==> src/ect_pkg.sv <==
// Shared types and constants for the expiring credit table.
// No dependencies.
package ect_pkg;

  localparam int unsigned TW = 63;   // time, credit and total width
  localparam int unsigned GW = 24;   // gain / modifier width (Q8.16)
  localparam int unsigned KW = 4;    // bonus type width

  localparam logic [TW-1:0] SAT_MAX = {TW{1'b1}};

  typedef enum logic [1:0] {
    REQ_CLEAR  = 2'd0,
    REQ_ADD    = 2'd1,
    REQ_QUERY  = 2'd2,
    REQ_EXPIRE = 2'd3
  } req_t;

  typedef enum logic [1:0] {
    CFG_ENABLED = 2'd0,
    CFG_KIND    = 2'd1,
    CFG_CAP     = 2'd2,
    CFG_GAIN    = 2'd3
  } cfg_idx_t;

  typedef struct packed {
    logic [TW-1:0] expiry;
    logic [TW-1:0] credit;
  } bucket_t;

  function automatic logic [TW-1:0] sat_add(input logic [TW-1:0] a, input logic [TW-1:0] b);
    logic [TW:0] s;
    s = {1'b0, a} + {1'b0, b};
    return s[TW] ? SAT_MAX : s[TW-1:0];
  endfunction

endpackage

==> src/ect_scale.sv <==
// Bit-serial scaled gain: q = floor(c * g / cap), c <= cap, cap > 0.
// Depends on ect_pkg.
module ect_scale (
  input  logic                      clk,
  input  logic                      rst_n,
  input  logic                      start,
  input  logic [ect_pkg::TW-1:0]    c_in,
  input  logic [ect_pkg::GW-1:0]    g_in,
  input  logic [ect_pkg::TW-1:0]    cap_in,
  output logic                      done,
  output logic [ect_pkg::GW-1:0]    q
);

  localparam int unsigned BW = $clog2(ect_pkg::GW);

  logic                     busy_r, busy_nxt;
  logic                     phase_r, phase_nxt;   // 0: shift step, 1: add step
  logic                     done_r, done_nxt;
  logic [BW-1:0]            bit_r, bit_nxt;
  logic [ect_pkg::TW:0]     rem_r, rem_nxt;
  logic [ect_pkg::GW-1:0]   q_r, q_nxt;
  logic [ect_pkg::TW-1:0]   c_r, cap_r;
  logic [ect_pkg::GW-1:0]   g_r;
  logic [ect_pkg::TW:0]     trial;
  logic                     take;

  always_comb begin
    busy_nxt  = busy_r;
    phase_nxt = phase_r;
    done_nxt  = 1'b0;
    bit_nxt   = bit_r;
    rem_nxt   = rem_r;
    q_nxt     = q_r;
    trial     = '0;
    take      = 1'b0;
    if (start) begin
      busy_nxt  = 1'b1;
      phase_nxt = 1'b0;
      bit_nxt   = BW'(ect_pkg::GW - 1);
      rem_nxt   = '0;
      q_nxt     = '0;
    end else if (busy_r) begin
      if (!phase_r) begin
        trial = {rem_r[ect_pkg::TW-1:0], 1'b0};
        take  = 1'b1;
        q_nxt = {q_r[ect_pkg::GW-2:0], 1'b0};
      end else begin
        trial = rem_r + {1'b0, c_r};
        take  = g_r[bit_r];
      end
      if (take) begin
        if (trial >= {1'b0, cap_r}) begin
          rem_nxt = trial - {1'b0, cap_r};
          q_nxt   = q_nxt + ect_pkg::GW'(1);
        end else begin
          rem_nxt = trial;
        end
      end
      phase_nxt = ~phase_r;
      if (phase_r) begin
        if (bit_r == '0) begin
          busy_nxt = 1'b0;
          done_nxt = 1'b1;
        end else begin
          bit_nxt = bit_r - BW'(1);
        end
      end
    end
  end

  always_ff @(posedge clk) begin
    if (!rst_n) begin
      busy_r  <= 1'b0;
      phase_r <= 1'b0;
      done_r  <= 1'b0;
    end else begin
      busy_r  <= busy_nxt;
      phase_r <= phase_nxt;
      done_r  <= done_nxt;
    end
    bit_r <= bit_nxt;
    rem_r <= rem_nxt;
    q_r   <= q_nxt;
    if (start) begin
      c_r   <= c_in;
      g_r   <= g_in;
      cap_r <= cap_in;
    end
  end

  assign done = done_r;
  assign q    = q_r;

endmodule

==> config.mk <==
export PLATFORM = sky130hd
export DESIGN_NAME = ect_scale
export DESIGN_NICKNAME = d
export VERILOG_FILES = /design/src/ect_pkg.sv /design/src/ect_scale.sv
export SDC_FILE = /design/constraint.sdc
export NUM_CORES = 1
export LEC_CHECK = 0
export BUFFER_PORTS_ARGS = -buffer_cell sky130_fd_sc_hd__buf_2
export CAP_MARGIN = 10
export CORE_UTILIZATION = 55
export CTS_CLUSTER_DIAMETER = 150
export DETAILED_ROUTE_END_ITERATION = 7
export PLACE_DENSITY = 0.78
export SLEW_MARGIN = 10
export SYNTH_ARGS = -nofsm -noshare
export SYNTH_HDL_FRONTEND = slang
export SYNTH_SLANG_ARGS = --single-unit
export TNS_END_PERCENT = 20
==> constraint.sdc <==
create_clock -name clk -period 6.2 [get_ports clk]
set_input_delay 0.62 -clock clk [delete_from_list [all_inputs] [get_ports clk]]
set_output_delay 0.62 -clock clk [all_outputs]
set_load 0.03 [all_outputs]
==> flow_summary.toml, run 1 <==
[drt]
vias = 16900
final_antenna_net_count = 0
drtIter0Drc = 1854
viasPerCell = 6.18
drcViolationCount = 0
avgRoutedWirePerCell_um = 19.1
dr.pass1.iters = 5
wl_mm = 52.3

[layout]
final_cell_mix = "nand2_1, a21oi_1, buf_2"
fin_nets = 2551
final-seq-area_um2 = 6430
final_common_cell = "nand2_1"
syn_to_final_growth_pct = 17.2
num-fill-cells = 2695
final_layout_size_suffix_gt1_share_pct = 20.9
multi_input_area_um2 = 11000
final_area_um2 = 21200
num_antenna_cells = 0
fin_util_pct = 65.3

[clock_tree]
clk_latency_ns = 0.58
cts_tree = "yes"
numCtsBuffers = 29
clockBufferDepth = 3
cts_max_level = 1
cts_sinks = 246
path_clk_slew_ns = 0.07
root_buffer = "clkbuf_16"
cts_hold_buf = 0

[floorplanning]
dieArea_um2 = 33600
die_height_um = 183
die_x_um = 183
core-area_um2 = 32500
ios = 178
initial_core_util_pct = 55.7
rows = 66

[yosys]
synth_top_area_cell = "edfxtp_1"
async_flop_share_pct = 0
synthesis.area_um2 = 18100
ys.flop_type = "edfxtp_1"
syn_inst = 2058
synth_area_leaders = "edfxtp_1, dfxtp_1, ha_1"
synth_top_area_share_pct = 24.9
ys_ff_latch = 246
yosysUniqueCellTypes = 96
synth_edf_count = 150
syn-num-nets = 2342
yosysWarnings = 0
syn_area_per_cell_um2 = 8.79
ys_seq_area_share_pct = 35.5

[grt]
grt_start_max_net_pins = 104
track_usage_pct = 30.4
antenna_found_initial = 0
grt_pass1_wl_mm = 81.8
first_global_vias = 15900
grt_overflow = 0

[critical_path]
worstReg2RegStart = "c_r[1]"
required_ns = 6.61
endpoint_kind = "flop"
cp_max_fo = 5
crit_start = "c_r[1]"
start_kind = "flop"
arrival_ns = 6.42
path_class = "flop to flop"

[power_and_ir_drop]
cellLeakagePower_nw = 9.07
p_comb_share_pct = 36.4
powerDensity_nw_per_um2 = 274
p_int_mw = 3.76
peakVddDrop_uv = 238
p_switching_mw = 2.05
seqPwrFrac_pct = 33.8
swShare_pct = 35.2
clkPwrFrac_pct = 29.9

[sta]
slew_headroom_pct = 33.3
setup_viol = 0
post-route-period-util_pct = 96.8
fmax_ghz = 0.167
tightest_slew_ns = 0.999
finalHoldViolations = 0
maxSlewViolCount = 0
fin_crit_ns = 6.00
finClkSkew_ns = 0.0192

[placement]
dp_hpwl_mm = 38.5
placedInstanceArea_um2 = 19900
place_congestion = 0.948
io_buffers = 177

[status]
status = "complete, no violations"

[min_path]
hold_class = "input pin to flop"
hold_start = "c_in[29]"

[job]
drv_cap = 0
## synthesized netlist by cell type (all sizes together) (16+ instances only)
cell / count
a211oi: 29
a21o: 68
a21oi: 200
a311oi: 19
a31oi: 24
and2: 19
buf: 36
clkbuf: 74
dfxtp: 96
edfxtp: 150
ha: 129
inv: 112
mux2: 52
nand2: 206
nand3: 54
nand4: 42
nor2: 140
nor2b: 22
nor3: 43
o211ai: 20
o21a: 24
o21ai: 141
o21bai: 18
o31ai: 16
xnor2: 69
xor2: 52
## registers in the layout, indices dropped and copies added, names as in the netlist
| signal | cells |
|---|---|
| bit_r | 5 |
| busy_r | 1 |
| c_r | 63 |
| cap_r | 63 |
| done | 1 |
| g_r | 24 |
| phase_r | 1 |
| q | 24 |
| rem_r | 64 |
## logic make-up after synthesis
family	Yosys count	share of synthesized area, %
adder cells (fa/ha/maj)	131	9.15
multiplexers	69	4.61
AO/OA/AOI/OAI	651	23.3
AND/OR/NAND/NOR	617	16.6
XOR/XNOR	121	5.86
flip-flops	246	35.5
buffers and inverters	223	4.96
## stage by stage
step                hold slack (ns)  instances  setup TNS (ns)  total power, mW  setup WS (ns)
floorplan                     0.449       2058               0             3.35          0.405
global placement              0.467       2670           -1.37             3.94         -0.252
detailed placement            0.477       2670          -11.04             3.97         -0.350
CTS                           0.200       2725               0             5.72        0.00803
global route                  0.202       2731          -0.185             6.07        -0.0397
finish                        0.215       2731               0             5.81          0.197
## power groups by stage
stage	registers [mW]	clock network, mW	logic (mW)
detailed placement	1.99	0	1.98
floorplan	1.96	0	1.39
finish	1.96	1.74	2.11
CTS	1.96	1.76	2.01
global route	1.97	1.81	2.29
global placement	1.99	0	1.95
## worst max-delay path, cell delays in order, from the launching register on
cell      delay (ns)
edfxtp_1        0.39
ha_1            0.28
a21o_1          0.13
and4_4          0.27
o21ai_4         0.08
buf_4           0.15
a21oi_1         0.20
nor2b_2         0.23
a211oi_2        0.11
buf_4           0.15
o31ai_1         0.26
xnor2_1         0.15
mux2_2          0.33
ha_1            0.31
nand2_1         0.05
or2_2           0.29
or4_4           0.57
a211oi_4        0.24
nor3_1          0.08
buf_4           0.16
o41a_1          0.47
o21ai_4         0.26
a41o_1          0.26
a31oi_1         0.13
nand3_1         0.10
o21a_1          0.11
a21oi_1         0.06
## layer usage
metal | GRT usage (%) | up-vias | part of all wire [%] | routed length, um
li1 | - | 8056 | - | -
met3 | 3.26 | 144 | 7.6 | 3970
met4 | 12.8 | 0 | 4.2 | 2190
met2 | 50.6 | 813 | 47 | 24400
met1 | 40.2 | 7856 | 42 | 21700
met5 | 0 | - | 0 | 0
## timing repair
action | in CTS | in global routing
setup endpoints to repair | 75 | 85
resized for setup | 8 | 55
cloned | 1 | 0
pin swaps | 3 | 12
setup buffers | 1 | 6
## path summary, 6_finish.rpt
path	to	slack [ns]	cells after the start
worst min register to register	rem_r[8]	0.49	2
worst min-delay path	c_r[29]	0.22	1
worst max-delay path	rem_r[63]	0.20	26
worst max register to register	rem_r[63]	0.20	26
## final cells by class
cell class                 instances  area share [%]
clock inverter                    18           0.927
clock buffer                      35            3.67
tap                              442            2.61
inverter                         113            2.00
timing repair buffer             287            8.36
sequential                       246            30.3
multi-input combinational       1590            52.1
Note: power is estimated with default switching activity, not from simulation.
==> run 2: changes to the inputs <==
--- a/config.mk
+++ b/config.mk
@@ -7,10 +7,12 @@
 export LEC_CHECK = 0
 export BUFFER_PORTS_ARGS = -buffer_cell sky130_fd_sc_hd__buf_2
 export CAP_MARGIN = 10
-export CORE_UTILIZATION = 55
+export CELL_PAD_IN_SITES_DETAIL_PLACEMENT = 1
+export CELL_PAD_IN_SITES_GLOBAL_PLACEMENT = 2
+export CORE_UTILIZATION = 34
 export CTS_CLUSTER_DIAMETER = 150
 export DETAILED_ROUTE_END_ITERATION = 7
-export PLACE_DENSITY = 0.78
+export PLACE_DENSITY_LB_ADDON = 0.1
 export SLEW_MARGIN = 10
 export SYNTH_ARGS = -nofsm -noshare
 export SYNTH_HDL_FRONTEND = slang
==> flow_summary.toml, run 2 (synthesis results as in run 1) <==
[sta]
slew_headroom_pct = 32.1
tightest_slew_ns = 1.02
post-route-period-util_pct = 96.4
finalHoldViolations = 0
setup_viol = 0
rsz0062_at_grt = "true"
fin_crit_ns = 5.98
finClkSkew_ns = 0.0249
fmax_ghz = 0.167
maxSlewViolCount = 0
finalSetupTns_ns = 0

[layout]
final_area_um2 = 22500
fin_util_pct = 42.8
largest_register = "rem_r"
final_layout_size_suffix_gt1_share_pct = 24.6
fin_cells = 3048
final_common_cell = "nand2_1"
num-fill-cells = 6130
num_antenna_cells = 0
largest_reg_flops = 64
final-seq-area_um2 = 6430
reg_top3 = "rem_r (64), c_r (63), cap_r (63)"
fin_nets = 2618
multi_input_area_um2 = 11300
syn_to_final_growth_pct = 24.5
final_cell_mix = "nand2_1, a21oi_1, buf_2"

[critical_path]
arrival_ns = 6.44
cpPeakStageDelay_ns = 0.52
endpoint_kind = "flop"
required_ns = 6.66
start_kind = "flop"
r2r_slack_ns = 0.22
r2r_cells = 26
worstReg2RegStart = "c_r[22]"
cpMaxStageDelayCell = "or3_4"
path_class = "flop to flop"
worstReg2RegEnd = "rem_r[60]"
cp_max_fo = 7

[drt]
final_antenna_net_count = 0
dr.pass1.iters = 5
drcViolationCount = 0
viasPerCell = 5.58
vias = 17000
drtIter0Drc = 828
wl_mm = 66.6
avgRoutedWirePerCell_um = 21.9

[floorplanning]
die_height_um = 233
ios = 178
rows = 84
core-area_um2 = 52600
die_x_um = 233
dieArea_um2 = 54100
initial_core_util_pct = 34.4

[status]
status = "complete, no violations"

[grt]
grt_start_max_net_pins = 68
antenna_found_initial = 0
grt_pass1_wl_mm = 101
track_usage_pct = 24.2
first_global_vias = 17500
grt_overflow = 0

[clock_tree]
cts_hold_buf = 0
cts_tree = "yes"
path_clk_slew_ns = 0.06
clockBufferDepth = 3
numCtsBuffers = 34
cts_max_level = 2
root_buffer = "clkbuf_16"
clk_latency_ns = 0.56
cts_sinks = 246

[power_and_ir_drop]
peakVddDrop_uv = 210
powerDensity_nw_per_um2 = 286
cellLeakagePower_nw = 9.53
totalPowerFinal_mw = 6.44

[job]
drv_cap = 0

[placement]
dp_hpwl_mm = 50.6
io_buffers = 177
place_congestion = 0.899
placedInstanceArea_um2 = 20600
placed_cells = 2976

[min_path]
whs_path_depth = 1
min_to = "c_r[2]"
hold_start = "c_in[2]"
hold_class = "input pin to flop"
==> run 2: per-layer routing <==
metal / up-vias / wire, um / part of all wire, % / global-route usage [%]
li1: 8194 / - / - / -
met1: 8408 / 31200 / 47 / 32.4
met2: 305 / 31200 / 47 / 40.2
met3: 102 / 2180 / 3.3 / 2.70
met4: 0 / 2010 / 3.0 / 8.29
met5: - / 0 / 0 / 0
==> run 2: worst max-delay path, delay by kind of cell, from the launching register on <==
kind / cells / cell delay (ns)
AO/OA/AOI/OAI: 13 / 2.64
XOR/XNOR: 1 / 0.13
adder cells (fa/ha/maj): 2 / 0.68
buffers and inverters: 3 / 0.54
flip-flops: 1 / 0.43
multiplexers: 1 / 0.29
AND/OR/NAND/NOR: 6 / 1.18
==> run 2: metrics by stage <==
stage	hold WS (ns)	setup slack, ns
floorplan	0.449	0.405
global placement	0.473	-0.151
detailed placement	0.480	-0.247
CTS	0.205	0.00568
global route	0.216	-0.0135
finish	0.238	0.225
==> run 2: repair_timing <==
action                     4_1_cts  5_1_grt
setup endpoints to repair       81       83
pin swaps                        4       19
setup buffers                    1        7
resized for setup               17      106
cloned                           2        0
==> run 2: power by group <==
part | switching, mW | leakage (nW) | internal (mW) | total [mW]
logic | 1.37 | 6.69 | 0.976 | 2.34
clock network | 0.809 | 0.585 | 1.32 | 2.13
registers | 0.0930 | 2.26 | 1.87 | 1.97
==> run 2: cell type report <==
type                            instances  area share [%]
Inverter                              113            1.88
Sequential cell                       246            28.6
Tap cell                              688            3.82
Clock buffer                           44            4.32
Clock inverter                         18           0.995
Multi-Input combinational cell       1590            50.3
Timing Repair Buffer                  349            10.1
==> run 2: how the worst max path moves through the flow <==
stage / start / to / slack [ns] / depth (start not counted)
after floorplan: c_r[26] / rem_r[8] / 0.41 / 25
after global placement: c_r[2] / rem_r[25] / -0.15 / 22
after detailed placement: c_r[26] / rem_r[60] / -0.25 / 26
after CTS: c_r[2] / q[18] / 0.006 / 26
after global routing: c_r[39] / rem_r[60] / -0.01 / 24
final: c_r[22] / rem_r[60] / 0.22 / 26
==> run 3: changes to the inputs <==
--- a/config.mk
+++ b/config.mk
@@ -5,11 +5,13 @@
 export SDC_FILE = /design/constraint.sdc
 export NUM_CORES = 1
 export LEC_CHECK = 0
+export ABC_AREA = 1
 export BUFFER_PORTS_ARGS = -buffer_cell sky130_fd_sc_hd__buf_2
 export CAP_MARGIN = 10
 export CELL_PAD_IN_SITES_DETAIL_PLACEMENT = 1
 export CELL_PAD_IN_SITES_GLOBAL_PLACEMENT = 2
-export CORE_UTILIZATION = 34
+export CORE_UTILIZATION = 32
+export CTS_BUF_LIST = sky130_fd_sc_hd__clkbuf_8
 export CTS_CLUSTER_DIAMETER = 150
 export DETAILED_ROUTE_END_ITERATION = 7
 export PLACE_DENSITY_LB_ADDON = 0.1
==> flow_summary.toml, run 3 <==
[yosys]
async_flop_share_pct = 0
ys.flop_type = "edfxtp_1"
syn_inst = 2996
synth_top_area_cell = "edfxtp_1"
ys_ff_latch = 246
yosysUniqueCellTypes = 49
synth_edf_count = 150
synthesis.area_um2 = 20100
yosysMostFrequentCell = "nand2_1"
ys_seq_area_share_pct = 32.0
synthTopCellsByCount = "nand2_1, inv_1, nor2_1"
yosysWarnings = 0
syn-num-nets = 3280
synth_top_area_share_pct = 22.4
syn_area_per_cell_um2 = 6.70
synth_area_leaders = "edfxtp_1, nand2_1, dfxtp_1"

[floorplanning]
initial_core_util_pct = 32.5
rows = 91
dieArea_um2 = 63800
die_x_um = 253
core-area_um2 = 61800
die_height_um = 253
ios = 178

[layout]
largest_register = "rem_r"
fin_nets = 3474
final_layout_size_suffix_gt1_share_pct = 11.6
syn_to_final_growth_pct = 14.6
reg_top3 = "rem_r (64), c_r (63), cap_r (63)"
largest_reg_flops = 64
final_common_cell = "nand2_1"
final_cell_mix = "nand2_1, inv_1, nor2_1"

[power_and_ir_drop]
peakVddDrop_uv = 157
totalPowerFinal_mw = 6.66
powerDensity_nw_per_um2 = 290
cellLeakagePower_nw = 11.2

[sta]
fmax_ghz = 0.170
post-route-period-util_pct = 94.8
slew_headroom_pct = 20.4
finClkSkew_ns = 0.0484
rsz0062_at_grt = "false"
finalHoldViolations = 0
maxSlewViolCount = 0
fin_crit_ns = 5.88
tightest_slew_ns = 1.19
setup_viol = 0
finalSetupTns_ns = 0
hold_ws_ns = 0.102

[drt]
viasPerCell = 5.11
drtIter0Drc = 1273
wl_mm = 86.6
avgRoutedWirePerCell_um = 21.3
vias = 20800
final_antenna_net_count = 0
drcViolationCount = 0
dr.pass1.iters = 5

[clock_tree]
cts_sinks = 246
cts_tree = "yes"
cts_hold_buf = 0
post_cts_buffers = 0
cts_max_level = 2
path_clk_slew_ns = 0.06
numCtsBuffers = 49
clockBufferDepth = 3
root_buffer = "clkbuf_8"
clk_latency_ns = 0.69

[critical_path]
endpoint_kind = "flop"
crit_family = "simple AND/OR/NAND/NOR gates"
required_ns = 6.79
crit_buf_inv = 2
r2r_slack_ns = 0.32
cpPeakStageDelay_ns = 0.53
path_class = "flop to flop"
start_kind = "flop"
cpMaxStageDelayCell = "dfxtp_1"
cp_max_fo = 56
timing.critical_path.mode_cell = "nand2_1"
arrival_ns = 6.47

[grt]
use_met1_pct = 40.8
first_global_vias = 21100
use_met2_pct = 39.3
grt.busiest_layer = "met1"
use_met3_pct = 4.33
grt_overflow = 0
antenna_found_initial = 1
grt_pass1_wl_mm = 128
track_usage_pct = 27.0
grt_start_max_net_pins = 74

[status]
status = "complete, no violations"

[placement]
dp_hpwl_mm = 71.8
io_buffers = 177
place_congestion = 0.934

[min_path]
hold_class = "input pin to flop"

[job]
drv_cap = 0
-- run 3: cell families after synthesis --
kind of cell	count (synthesis)	synth area share, %
DFF	246	32.0
muxes	1	0.0498
adders and majority gates	131	8.24
AOI/OAI and AO/OA	508	13.7
and+or+nand+nor	1493	31.8
buffers and inverters	536	10.7
xor gates and xnor gates	81	3.53
-- run 3: what timing repair did --
action / in CTS / in global routing
endpoints found under the setup margin: 0 / 50
endpoints found under the hold margin: 0 / 0
resized for setup: 0 / 11
-- run 3: metrics by stage --
step           util [%]  cell area, um^2  setup WS [ns]  cells
3_3_place_gp       35.5            21900          0.212   3976
5_1_grt            37.2            23000        0.00953   4067
2_1_floorplan         -            20100           2.02   2996
6_report           37.2            23000          0.320   4067
4_1_cts            37.1            23000         0.0963   4066
3_5_place_dp       35.5            21900          0.122   3976
-- run 3: layout make-up --
type | instances | area [um^2]
antenna | 1 | 2.50
clock buffer | 51 | 702
clock inverter | 39 | 319
fill | 7983 | 38800
inverter | 467 | 1750
multi-input combinational | 2214 | 11500
sequential | 246 | 6430
tap | 837 | 1050
timing repair buffer | 212 | 1210
-- run 3: path summary, 6_finish.rpt --
kind,cells past startpoint,startpoint,to
max reg2reg,29,rem_r[13],rem_r[14]
max,29,rem_r[13],rem_r[14]
min,1,cap_in[3],cap_r[3]
min reg2reg,2,rem_r[63],rem_r[63]
-- run 3: metal layers --
layer / up-vias / wire length [um]
met5: - / 0
met4: 0 / 2170
met3: 101 / 5090
met2: 494 / 35600
met1: 9974 / 43800
li1: 10200 / -
-- run 3: report_power, final --
part	total (mW)	switching, mW	internal [mW]	leakage (nW)
sequential	2.05	0.147	1.90	2.25
clock	1.80	0.821	0.977	0.565
combinational	2.82	1.96	0.853	8.34
total	6.66	2.93	3.73	11.2
-- run 3: worst reg2reg max path, delay by kind of cell, from the launching register on --
family,cells,cell delay (ns)
AO/OA/AOI/OAI,2,0.57
AND/OR/NAND/NOR,23,3.43
adder cells (fa/ha/maj),2,0.82
buffers and inverters,2,0.43
flip-flops,1,0.53
